File: config.mk
export PLATFORM = sky130hd
export DESIGN_NAME = crc16_packet_deframer_unit
export DESIGN_NICKNAME = d
export VERILOG_FILES = /design/src/dfr_pkg.sv /design/src/crc16_packet_deframer_unit.sv /design/src/dfr_queue.sv /design/src/dfr_front.sv /design/src/dfr_back.sv
export SDC_FILE = /design/constraint.sdc
export NUM_CORES = 1
export LEC_CHECK = 0
export ABC_AREA = 1
export BUFFER_PORTS_ARGS = -buffer_cell sky130_fd_sc_hd__buf_2
export CORE_MARGIN = 5
export CORE_UTILIZATION = 45
export CTS_BUF_LIST = sky130_fd_sc_hd__clkbuf_4 sky130_fd_sc_hd__clkbuf_8 sky130_fd_sc_hd__clkbuf_16
export DETAILED_ROUTE_END_ITERATION = 12
export HOLD_SLACK_MARGIN = 0.05
export MAX_ROUTING_LAYER = met4
export PLACE_DENSITY = 0.66
export SYNTH_ARGS = -nofsm -noshare
export SYNTH_HDL_FRONTEND = slang
export SYNTH_SLANG_ARGS = --single-unit
File: constraint.sdc
create_clock -name clock -period 6.4 [get_ports clock]
set_clock_uncertainty 0.2 [all_clocks]
set_input_delay 0.32 -clock clock [delete_from_list [all_inputs] [get_ports clock]]
set_output_delay 0.32 -clock clock [all_outputs]
set_load 0.01 [all_outputs]
File: src/dfr_pkg.sv
package dfr_pkg;

   localparam logic [7:0]  START_BYTE    = 8'h02;
   localparam logic [7:0]  END_BYTE      = 8'h03;
   localparam logic [15:0] POLY_RESET    = 16'h1021;

   localparam logic [1:0]  STAT_GOOD     = 2'd0;
   localparam logic [1:0]  STAT_CRC_BAD  = 2'd1;
   localparam logic [1:0]  STAT_END_BAD  = 2'd2;

   typedef enum logic [2:0] {
      PH_WAIT    = 3'd0,
      PH_LEN     = 3'd1,
      PH_PAYLOAD = 3'd2,
      PH_CRC_HI  = 3'd3,
      PH_CRC_LO  = 3'd4,
      PH_END     = 3'd5
   } phase_type;

   typedef enum logic [2:0] {
      CMD_START   = 3'd0,
      CMD_PAYLOAD = 3'd1,
      CMD_CRC_HI  = 3'd2,
      CMD_CRC_LO  = 3'd3,
      CMD_END     = 3'd4
   } cmd_kind_type;

   typedef struct packed {
      cmd_kind_type kind;
      logic [7:0]   data;
   } cmd_type;

   typedef struct packed {
      logic       is_status;
      logic [7:0] payload_byte;
      logic [1:0] frame_status;
      logic       frame_last;
   } rsp_type;

   function automatic logic [15:0] crc_update(input logic [15:0] crc,
                                              input logic [7:0]  data,
                                              input logic [15:0] poly);
      logic [15:0] c;
      c = crc ^ {data, 8'h00};
      for (int k = 0; k < 8; k++) begin
         if (c[15]) begin
            c = {c[14:0], 1'b0} ^ poly;
         end else begin
            c = {c[14:0], 1'b0};
         end
      end
      return c;
   endfunction

endpackage

File: src/crc16_packet_deframer_unit.sv
// Deframer for start/length/payload/CRC-16/end frames on a byte stream.
// Input queue port: drive req_rx_byte with req_push; a byte is taken when
// req_full is low. Bytes outside a frame that are not a start byte vanish.
// Result queue port: while rsp_empty is low the oldest result is shown;
// raise rsp_pop to take it. Each payload byte yields one result; the end
// byte yields a status result with rsp_frame_last set.
// csr_wr_en/csr_wr_data load the CRC polynomial (reset 0x1021); write it
// only while no transaction is waiting in either queue.
// Throughput: one byte per cycle sustained while req_full stays low. A
// result passes from the command queue write through the CRC/status logic
// into the result queue before it is shown.
// When the receiver stalls, the result queue fills, the back stage holds,
// then the command queue fills and req_full rises; nothing is dropped.
// Reset (synchronous) empties both queues, returns the parser to waiting
// for a start byte and restores the default polynomial.
module crc16_packet_deframer_unit
   import dfr_pkg::*;
#(
   parameter int QUEUE_DEPTH = 4
) (
   input  logic        clock,
   input  logic        reset,
   input  logic        req_push,
   input  logic [7:0]  req_rx_byte,
   output logic        req_full,
   output logic        rsp_empty,
   input  logic        rsp_pop,
   output logic        rsp_is_status,
   output logic [7:0]  rsp_payload_byte,
   output logic [1:0]  rsp_frame_status,
   output logic        rsp_frame_last,
   input  logic        csr_wr_en,
   input  logic [15:0] csr_wr_data
);

   cmd_type cmd_wr, cmd_rd;
   rsp_type res_wr, res_rd;
   logic    cmd_push, cmd_full, cmd_pop, cmd_empty;
   logic    res_push, res_full;

   dfr_front u_front (
      .clock       (clock),
      .reset       (reset),
      .req_push    (req_push),
      .req_rx_byte (req_rx_byte),
      .req_full    (req_full),
      .cmd_push    (cmd_push),
      .cmd         (cmd_wr),
      .cmd_full    (cmd_full)
   );

   dfr_queue #(
      .WIDTH ($bits(cmd_type)),
      .DEPTH (QUEUE_DEPTH)
   ) u_cmd_queue (
      .clock   (clock),
      .reset   (reset),
      .push    (cmd_push),
      .wr_data (cmd_wr),
      .full    (cmd_full),
      .pop     (cmd_pop),
      .rd_data (cmd_rd),
      .empty   (cmd_empty)
   );

   dfr_back u_back (
      .clock       (clock),
      .reset       (reset),
      .csr_wr_en   (csr_wr_en),
      .csr_wr_data (csr_wr_data),
      .cmd         (cmd_rd),
      .cmd_empty   (cmd_empty),
      .cmd_pop     (cmd_pop),
      .rsp_push    (res_push),
      .rsp         (res_wr),
      .rsp_full    (res_full)
   );

   dfr_queue #(
      .WIDTH ($bits(rsp_type)),
      .DEPTH (QUEUE_DEPTH)
   ) u_rsp_queue (
      .clock   (clock),
      .reset   (reset),
      .push    (res_push),
      .wr_data (res_wr),
      .full    (res_full),
      .pop     (rsp_pop),
      .rd_data (res_rd),
      .empty   (rsp_empty)
   );

   assign rsp_is_status    = res_rd.is_status;
   assign rsp_payload_byte = res_rd.payload_byte;
   assign rsp_frame_status = res_rd.frame_status;
   assign rsp_frame_last   = res_rd.frame_last;

endmodule

File: src/dfr_queue.sv
module dfr_queue
   import dfr_pkg::*;
#(
   parameter int WIDTH = 8,
   parameter int DEPTH = 4
) (
   input  logic             clock,
   input  logic             reset,
   input  logic             push,
   input  logic [WIDTH-1:0] wr_data,
   output logic             full,
   input  logic             pop,
   output logic [WIDTH-1:0] rd_data,
   output logic             empty
);

   localparam int AW = $clog2(DEPTH);
   localparam int CW = $clog2(DEPTH + 1);

   logic [WIDTH-1:0] mem_ff [DEPTH];
   logic [AW-1:0]    wr_ptr_ff, wr_ptr_in;
   logic [AW-1:0]    rd_ptr_ff, rd_ptr_in;
   logic [CW-1:0]    count_ff, count_in;
   logic             do_push, do_pop;

   assign full    = (count_ff == CW'(DEPTH));
   assign empty   = (count_ff == '0);
   assign do_push = push && !full;
   assign do_pop  = pop && !empty;
   assign rd_data = mem_ff[rd_ptr_ff];

   always_comb begin
      wr_ptr_in = wr_ptr_ff;
      rd_ptr_in = rd_ptr_ff;
      count_in  = count_ff;
      if (do_push) begin
         wr_ptr_in = (wr_ptr_ff == AW'(DEPTH - 1)) ? '0 : wr_ptr_ff + 1'b1;
      end
      if (do_pop) begin
         rd_ptr_in = (rd_ptr_ff == AW'(DEPTH - 1)) ? '0 : rd_ptr_ff + 1'b1;
      end
      if (do_push && !do_pop) begin
         count_in = count_ff + 1'b1;
      end else if (do_pop && !do_push) begin
         count_in = count_ff - 1'b1;
      end
   end

   always_ff @(posedge clock) begin
      if (reset) begin
         wr_ptr_ff <= '0;
         rd_ptr_ff <= '0;
         count_ff  <= '0;
      end else begin
         wr_ptr_ff <= wr_ptr_in;
         rd_ptr_ff <= rd_ptr_in;
         count_ff  <= count_in;
      end
   end

   always_ff @(posedge clock) begin
      if (do_push) begin
         mem_ff[wr_ptr_ff] <= wr_data;
      end
   end

endmodule

File: src/dfr_front.sv
module dfr_front
   import dfr_pkg::*;
(
   input  logic       clock,
   input  logic       reset,
   input  logic       req_push,
   input  logic [7:0] req_rx_byte,
   output logic       req_full,
   output logic       cmd_push,
   output cmd_type    cmd,
   input  logic       cmd_full
);

   phase_type  phase_ff, phase_in;
   logic [7:0] length_ff, length_in;
   logic [7:0] seen_ff, seen_in;
   logic [7:0] seen_next;
   logic       accept;

   assign req_full  = cmd_full;
   assign accept    = req_push && !cmd_full;
   assign seen_next = seen_ff + 8'd1;

   always_comb begin
      phase_in  = phase_ff;
      length_in = length_ff;
      seen_in   = seen_ff;
      cmd_push  = 1'b0;
      cmd.kind  = CMD_START;
      cmd.data  = req_rx_byte;
      if (accept) begin
         case (phase_ff)
            PH_LEN: begin
               length_in = req_rx_byte;
               seen_in   = '0;
               phase_in  = (req_rx_byte == 8'd0) ? PH_CRC_HI : PH_PAYLOAD;
            end
            PH_PAYLOAD: begin
               cmd_push = 1'b1;
               cmd.kind = CMD_PAYLOAD;
               seen_in  = seen_next;
               if (seen_next == length_ff) begin
                  phase_in = PH_CRC_HI;
               end
            end
            PH_CRC_HI: begin
               cmd_push = 1'b1;
               cmd.kind = CMD_CRC_HI;
               phase_in = PH_CRC_LO;
            end
            PH_CRC_LO: begin
               cmd_push = 1'b1;
               cmd.kind = CMD_CRC_LO;
               phase_in = PH_END;
            end
            PH_END: begin
               cmd_push = 1'b1;
               cmd.kind = CMD_END;
               phase_in = PH_WAIT;
            end
            default: begin
               phase_in = PH_WAIT;
               if (req_rx_byte == START_BYTE) begin
                  cmd_push = 1'b1;
                  cmd.kind = CMD_START;
                  phase_in = PH_LEN;
                  seen_in  = '0;
               end
            end
         endcase
      end
   end

   always_ff @(posedge clock) begin
      if (reset) begin
         phase_ff  <= PH_WAIT;
         length_ff <= '0;
         seen_ff   <= '0;
      end else begin
         phase_ff  <= phase_in;
         length_ff <= length_in;
         seen_ff   <= seen_in;
      end
   end

endmodule

File: src/dfr_back.sv
module dfr_back
   import dfr_pkg::*;
(
   input  logic        clock,
   input  logic        reset,
   input  logic        csr_wr_en,
   input  logic [15:0] csr_wr_data,
   input  cmd_type     cmd,
   input  logic        cmd_empty,
   output logic        cmd_pop,
   output logic        rsp_push,
   output rsp_type     rsp,
   input  logic        rsp_full
);

   logic [15:0] poly_ff;
   logic [15:0] crc_ff, crc_in;
   logic [15:0] rcrc_ff, rcrc_in;
   logic        needs_slot;

   assign needs_slot = (cmd.kind inside {CMD_PAYLOAD, CMD_END});
   assign cmd_pop    = !cmd_empty && (!needs_slot || !rsp_full);

   always_comb begin
      crc_in           = crc_ff;
      rcrc_in          = rcrc_ff;
      rsp_push         = 1'b0;
      rsp.is_status    = 1'b0;
      rsp.payload_byte = cmd.data;
      rsp.frame_status = STAT_GOOD;
      rsp.frame_last   = 1'b0;
      if (cmd_pop) begin
         case (cmd.kind)
            CMD_START: begin
               crc_in  = '0;
               rcrc_in = '0;
            end
            CMD_PAYLOAD: begin
               crc_in   = crc_update(crc_ff, cmd.data, poly_ff);
               rsp_push = 1'b1;
            end
            CMD_CRC_HI: begin
               rcrc_in = {cmd.data, 8'h00};
            end
            CMD_CRC_LO: begin
               rcrc_in = {rcrc_ff[15:8], cmd.data};
            end
            CMD_END: begin
               rsp_push         = 1'b1;
               rsp.is_status    = 1'b1;
               rsp.payload_byte = '0;
               rsp.frame_last   = 1'b1;
               if (cmd.data != END_BYTE) begin
                  rsp.frame_status = STAT_END_BAD;
               end else if (crc_ff != rcrc_ff) begin
                  rsp.frame_status = STAT_CRC_BAD;
               end
            end
            default: begin
            end
         endcase
      end
   end

   always_ff @(posedge clock) begin
      if (reset) begin
         poly_ff <= POLY_RESET;
         crc_ff  <= '0;
         rcrc_ff <= '0;
      end else begin
         if (csr_wr_en) begin
            poly_ff <= csr_wr_data;
         end
         crc_ff  <= crc_in;
         rcrc_ff <= rcrc_in;
      end
   end

endmodule
Yosys cells after proc, flatten, opt, wreduce, memory -nomap -nowiden --
Memory sizes are Yosys's and may differ from the RTL's. A register that Yosys moved wholly into a read port is not among the register bits. Cells that the tools add are included.
Word-level totals: output and inout bits 14, RAM bits 92, memories kept 2, logic and storage cells 152, register bits 81
Operators by class: add/sub/neg operators 9, reduce and logical (&&, ||, !) cells 40, muxes and demuxes 57, eq/ne operators 20, bitwise gates (word level) 11
Memories:
- u_rsp_queue.mem_ff | depth 4, bits a word 12, read ports 1, clocked after memory_dff 1, wr ports 1, RTL line dfr_queue.sv:20 | logic [WIDTH-1:0] mem_ff [DEPTH];
- u_cmd_queue.mem_ff | depth 4, bits a word 11, read ports 1, clocked after memory_dff 1, wr ports 1, RTL line dfr_queue.sv:20
Operator list (number):
- 16-bit two-way mux | 22
- 16-bit bitwise XOR | 9
- 16-bit case mux with 3 select lines | 1
- 16-bit case mux with 2 select lines | 1
- 12-bit two-way mux | 2
- 8-bit case mux with 3 select lines | 1
- 2-bit two-way mux | 9
- 3-bit two-way mux | 6
- 16-bit inequality test | 1
- 3-bit == test (second input constant) | 5
- 3-bit case mux with 5 select lines | 1
- 3-bit by 2-bit == test with 1-bit output (second input constant) | 4
- 3-bit case mux with 4 select lines | 1
- 1-bit two-way mux | 11
- 1-bit logical AND | 10
- 2-bit nonzero test | 5
- 1-bit logical NOT | 9
- 3-bit logical NOT | 3
- 2-bit by 1-bit adder with 2-bit output (second input constant) | 4
- 8-bit by 1-bit adder with 8-bit output (second input constant) | 1
- 2-bit == test (second input constant) | 4
- 8-bit by 2-bit == test with 1-bit output (second input constant) | 1
- 8-bit == test | 1
- 8-bit logical NOT | 1
- other kinds (15) | 24

Depth between registers and ports, before layout --
word-level depth 33, depth in mapped cells 35

Cells and area by module --
A second synthesis with hierarchy kept.
Second synthesis, totals: cell total of the unflattened synthesis 1354, area, all modules 10438.8 um2
By module, submodules not included:
- dfr_back | instances 1, area an instance 4654.5 um2, cells each 779
- dfr_queue at u_rsp_queue | instances 1, area an instance 2285.9 um2, cells each 187
- dfr_queue at u_cmd_queue | instances 1, area an instance 2172.1 um2, cells each 178
- dfr_front | instances 1, area an instance 1326.3 um2, cells each 210

Worst setup path before layout --
Ideal clock, no wire load.
kind reg-to-reg, start point register with a tool-made name, end point register u_back.crc_ff[1], required time 6.068 ns, buffers on the path 5, arrival time 2.871 ns, slack 3.197 ns, stages on the path, launching flop included 29, path through dfxtp_1 -> buf_4 -> inv_2 -> nand3_2 -> nand2_2 -> nand2_1 -> nand2_2 -> nand3_2 -> nand2_2 -> buf_6 -> nand2_1 -> nand3_1 -> nand2_1 -> xor2_1 -> nand2_1 -> nand2_1 -> buf_6 -> nand3_4 -> buf_6 -> nand3_2 -> nand2_4 -> nand3_2 -> inv_1 -> nand2_1 -> nand2_2 -> buf_2 -> nand3_1 -> nand3_1 -> a21oi_1
RTL lines:
- end signal: assignment | RTL line dfr_back.sv:74 | crc_ff <= crc_in;
- end: declaration | RTL line dfr_back.sv:17 | logic [15:0] crc_ff, crc_in;

==> flow_summary.yaml <==
routing:
  drt_wl_total_mm: 23.82
  first_iter_violations: 638
  vias: 8432
  wl_per_cell_um: 14.50
  viasPerCell: 5.132
  ant_nets: 0
  first_pass_iters: 4
  drc: 0
logic_synthesis:
  synthCells: 1319
  async_flop_share: 0
  syn_area_mm2: 0.009947
  ys_seq_area_frac: 0.4367
  synth.avg_cell_area_um2: 7.541
  ys_seq_elements: 173
  synth.distinct_cells: 47
  syn_nets: 1363
  synth_top_cell_by_area: "edfxtp_1"
  synth_top_area_share: 0.2657
  synthTopCellsByArea: "edfxtp_1 (27%), dfxtp_1 (17%), nand2_1 (12%)"
  yosys_warnings: 0
  synth_edf_count: 88
  ys.flop_type: "edfxtp_1"
sta:
  fmax_ghz: 0.1827
  min_period_over_period: 0.8552
  rsz0062_at_grt: "false"
  tightest_slew_ns: 1.290
  hold_viol: 0
  finalMaxSlewViolations: 0
  setup_viol: 0
  timing.final.crit_period_ns: 5.473
  relSlewSlack: 0.1351
  final.setup.tns_ns: 0
grt:
  grt_overflow: 0
  grt_pass1_vias: 7762
  grt_use_total: 0.2001
  grt_start_max_net_pins: 46
  antenna_found_initial: 0
  grt_pass1_wl_mm: 39.10
placed_design:
  dp_hpwl_mm: 16.94
  portBuffers: 42
  place_congestion: 0.9228
  placed_cell_area_mm2: 0.01022
layout:
  nets: 1394
  final_cell_mix: "nand2_1 (321), nor2_1 (151), inv_1 (147)"
  synthToLayoutAreaGrowth_pct: 11.51
  design_area_mm2: 0.01109
  diodes: 0
  final_layout_size_suffix_gt1_frac: 0.09098
  mostFrequentLayoutCell: "nand2_1"
clocking:
  h-tree-depth: 4
  tritoncts: "built"
  clock-root-buffer: "clkbuf_16"
  clock_latency_ns: 0.44
  clkTransAtPathRegs_ns: 0.08
  cts_made_buffers: 17
  cts_setup_buffers: 0
  cts_max_path_buffers: 2
  cts.sinks: 173
die:
  die_x_um: 158.7
  rows: 54
  core_mm2: 0.02182
  io_pins: 43
  dieArea_mm2: 0.02518
  start_util: 0.4558
  die_h_um: 158.7
worst_hold_path:
  hp-class: "in2reg"
  min_to: "u_back.poly_ff[0]"
  min_path_cells: 2
  hp-start: "csr_wr_en"
status:
  status: "finished, final reports clean"
setup_path:
  r2r_end: "u_back.crc_ff[2]"
  crit_path_max_fanout: 31
  crit_top_cell: "nand2_2"
  critical_path_class: "reg2reg"
  crit_family: "simple AND/OR/NAND/NOR gates"
  max_stage_delay_ns: 0.44
  crit_buf_inv: 5
  crit_required_ns: 6.48
  rrSetupSlack_ns: 0.93
  critPathSlowestCell: "nand2_2"
  start_kind: "flop"
  end_kind: "flop"
  reg2reg_depth: 29
  worstPathArrival_ns: 5.56
job:
  drv_cap: 0
power_and_ir_drop:
  power_density_mw_per_mm2: 586.9
  ir_worst_vdd_uv: 352.3
  leakagePower_nw: 4.788
-- per-layer routing --
layer	track usage	vias to the layer above	wire length (um)	part of all wire
li1	-	4356	-	-
met1	0.2635	3855	11090	0.47
met2	0.3284	187	11380	0.48
met3	0.02800	34	958	0.040
met4	0.04833	0	388	0.016
met5	-	-	0	0
-- per-stage QoR --
step	hold slack, ns	setup WS, ns	power [mW]	std cells	utilization
after global placement	0.2532	1.353	5.312	1587	0.4685
after CTS	0.06775	1.028	6.510	1643	0.5083
after detailed placement	0.2523	1.086	5.405	1587	0.4685
after floorplan	0.2189	3.197	4.733	1319	-
after global routing	0.1055	0.3040	7.120	1643	0.5083
final	0.08090	0.9265	6.510	1643	0.5083
-- cell usage after synthesis (2+ instances only) --
cell type / n
xor2_1: 33
nand2_2: 14
xnor2_1: 26
nor3_1: 12
nor4_1: 2
buf_4: 9
ha_1: 13
nand3_4: 3
or2_2: 6
o21ai_0: 73
a22oi_1: 3
edfxtp_1: 88
a21oi_1: 66
nand3_1: 141
o22ai_1: 11
or3_1: 7
buf_6: 7
o211a_1: 2
nand3b_1: 3
buf_2: 14
o21bai_1: 2
nand2_4: 6
a32oi_1: 2
nand4_1: 9
a31oi_1: 4
nand2_1: 321
inv_2: 4
nand3_2: 9
a211oi_1: 3
clkbuf_1: 28
nor2_1: 151
dfxtp_1: 85
fa_1: 2
inv_1: 147
-- sequential cells by signal, summed over array words and instances (netlist names), named ones only --
name                   count
u_rsp_queue.count_ff       3
u_rsp_queue.wr_ptr_ff      2
u_rsp_queue.mem_ff        44
u_cmd_queue.wr_ptr_ff      2
u_front.seen_ff            8
u_back.poly_ff            16
u_cmd_queue.rd_ptr_ff      2
u_back.crc_ff             16
u_cmd_queue.count_ff       3
u_front.length_ff          8
u_cmd_queue.mem_ff        44
u_back.rcrc_ff            16
u_front.phase_ff           3
u_rsp_queue.rd_ptr_ff      2
-- how the worst max path moves through the flow --
stage,end,cells past startpoint
2_1_floorplan,u_back.crc_ff[1],28
3_3_place_gp,u_back.crc_ff[12],29
3_5_place_dp,u_back.crc_ff[4],29
4_1_cts,u_back.crc_ff[3],29
5_1_grt,u_back.crc_ff[12],30
6_report,u_back.crc_ff[2],29
-- kinds of logic (layout without fill, tap and decap cells) --
family | Yosys count | count (layout) | share of synthesized area
AND/OR/NAND/NOR | 686 | 686 | 0.3036
buffers and inverters | 211 | 255 | 0.09006
AO/OA/AOI/OAI | 174 | 174 | 0.09560
flip-flops | 173 | 173 | 0.4367
XOR/XNOR | 60 | 60 | 0.05359
adder cells (fa/ha/maj) | 15 | 15 | 0.02038
-- timing repair --
item,CTS,global route
resized for setup,0,0
hold buffers,24,0
hold endpoints to repair,55,0
-- where the power goes --
| part | switching [mW] | leakage (nW) | internal (mW) |
|---|---|---|---|
| Sequential | 0.159 | 1.49 | 1.38 |
| Combinational | 2.66 | 2.99 | 1.23 |
| Clock | 0.531 | 0.303 | 0.543 |
| Total | 3.35 | 4.79 | 3.16 |
-- final cells by class --
| type | instances | area, um2 |
|---|---|---|
| multi-input combinational | 935 | 4712 |
| tap | 280 | 350.3 |
| clock inverter | 15 | 201.4 |
| timing repair buffer | 71 | 488.0 |
| sequential | 173 | 4344 |
| fill | 2071 | 10730 |
| clock buffer | 17 | 425.4 |
| inverter | 152 | 570.5 |
No activity file was read; power rests on OpenSTA's default activity.
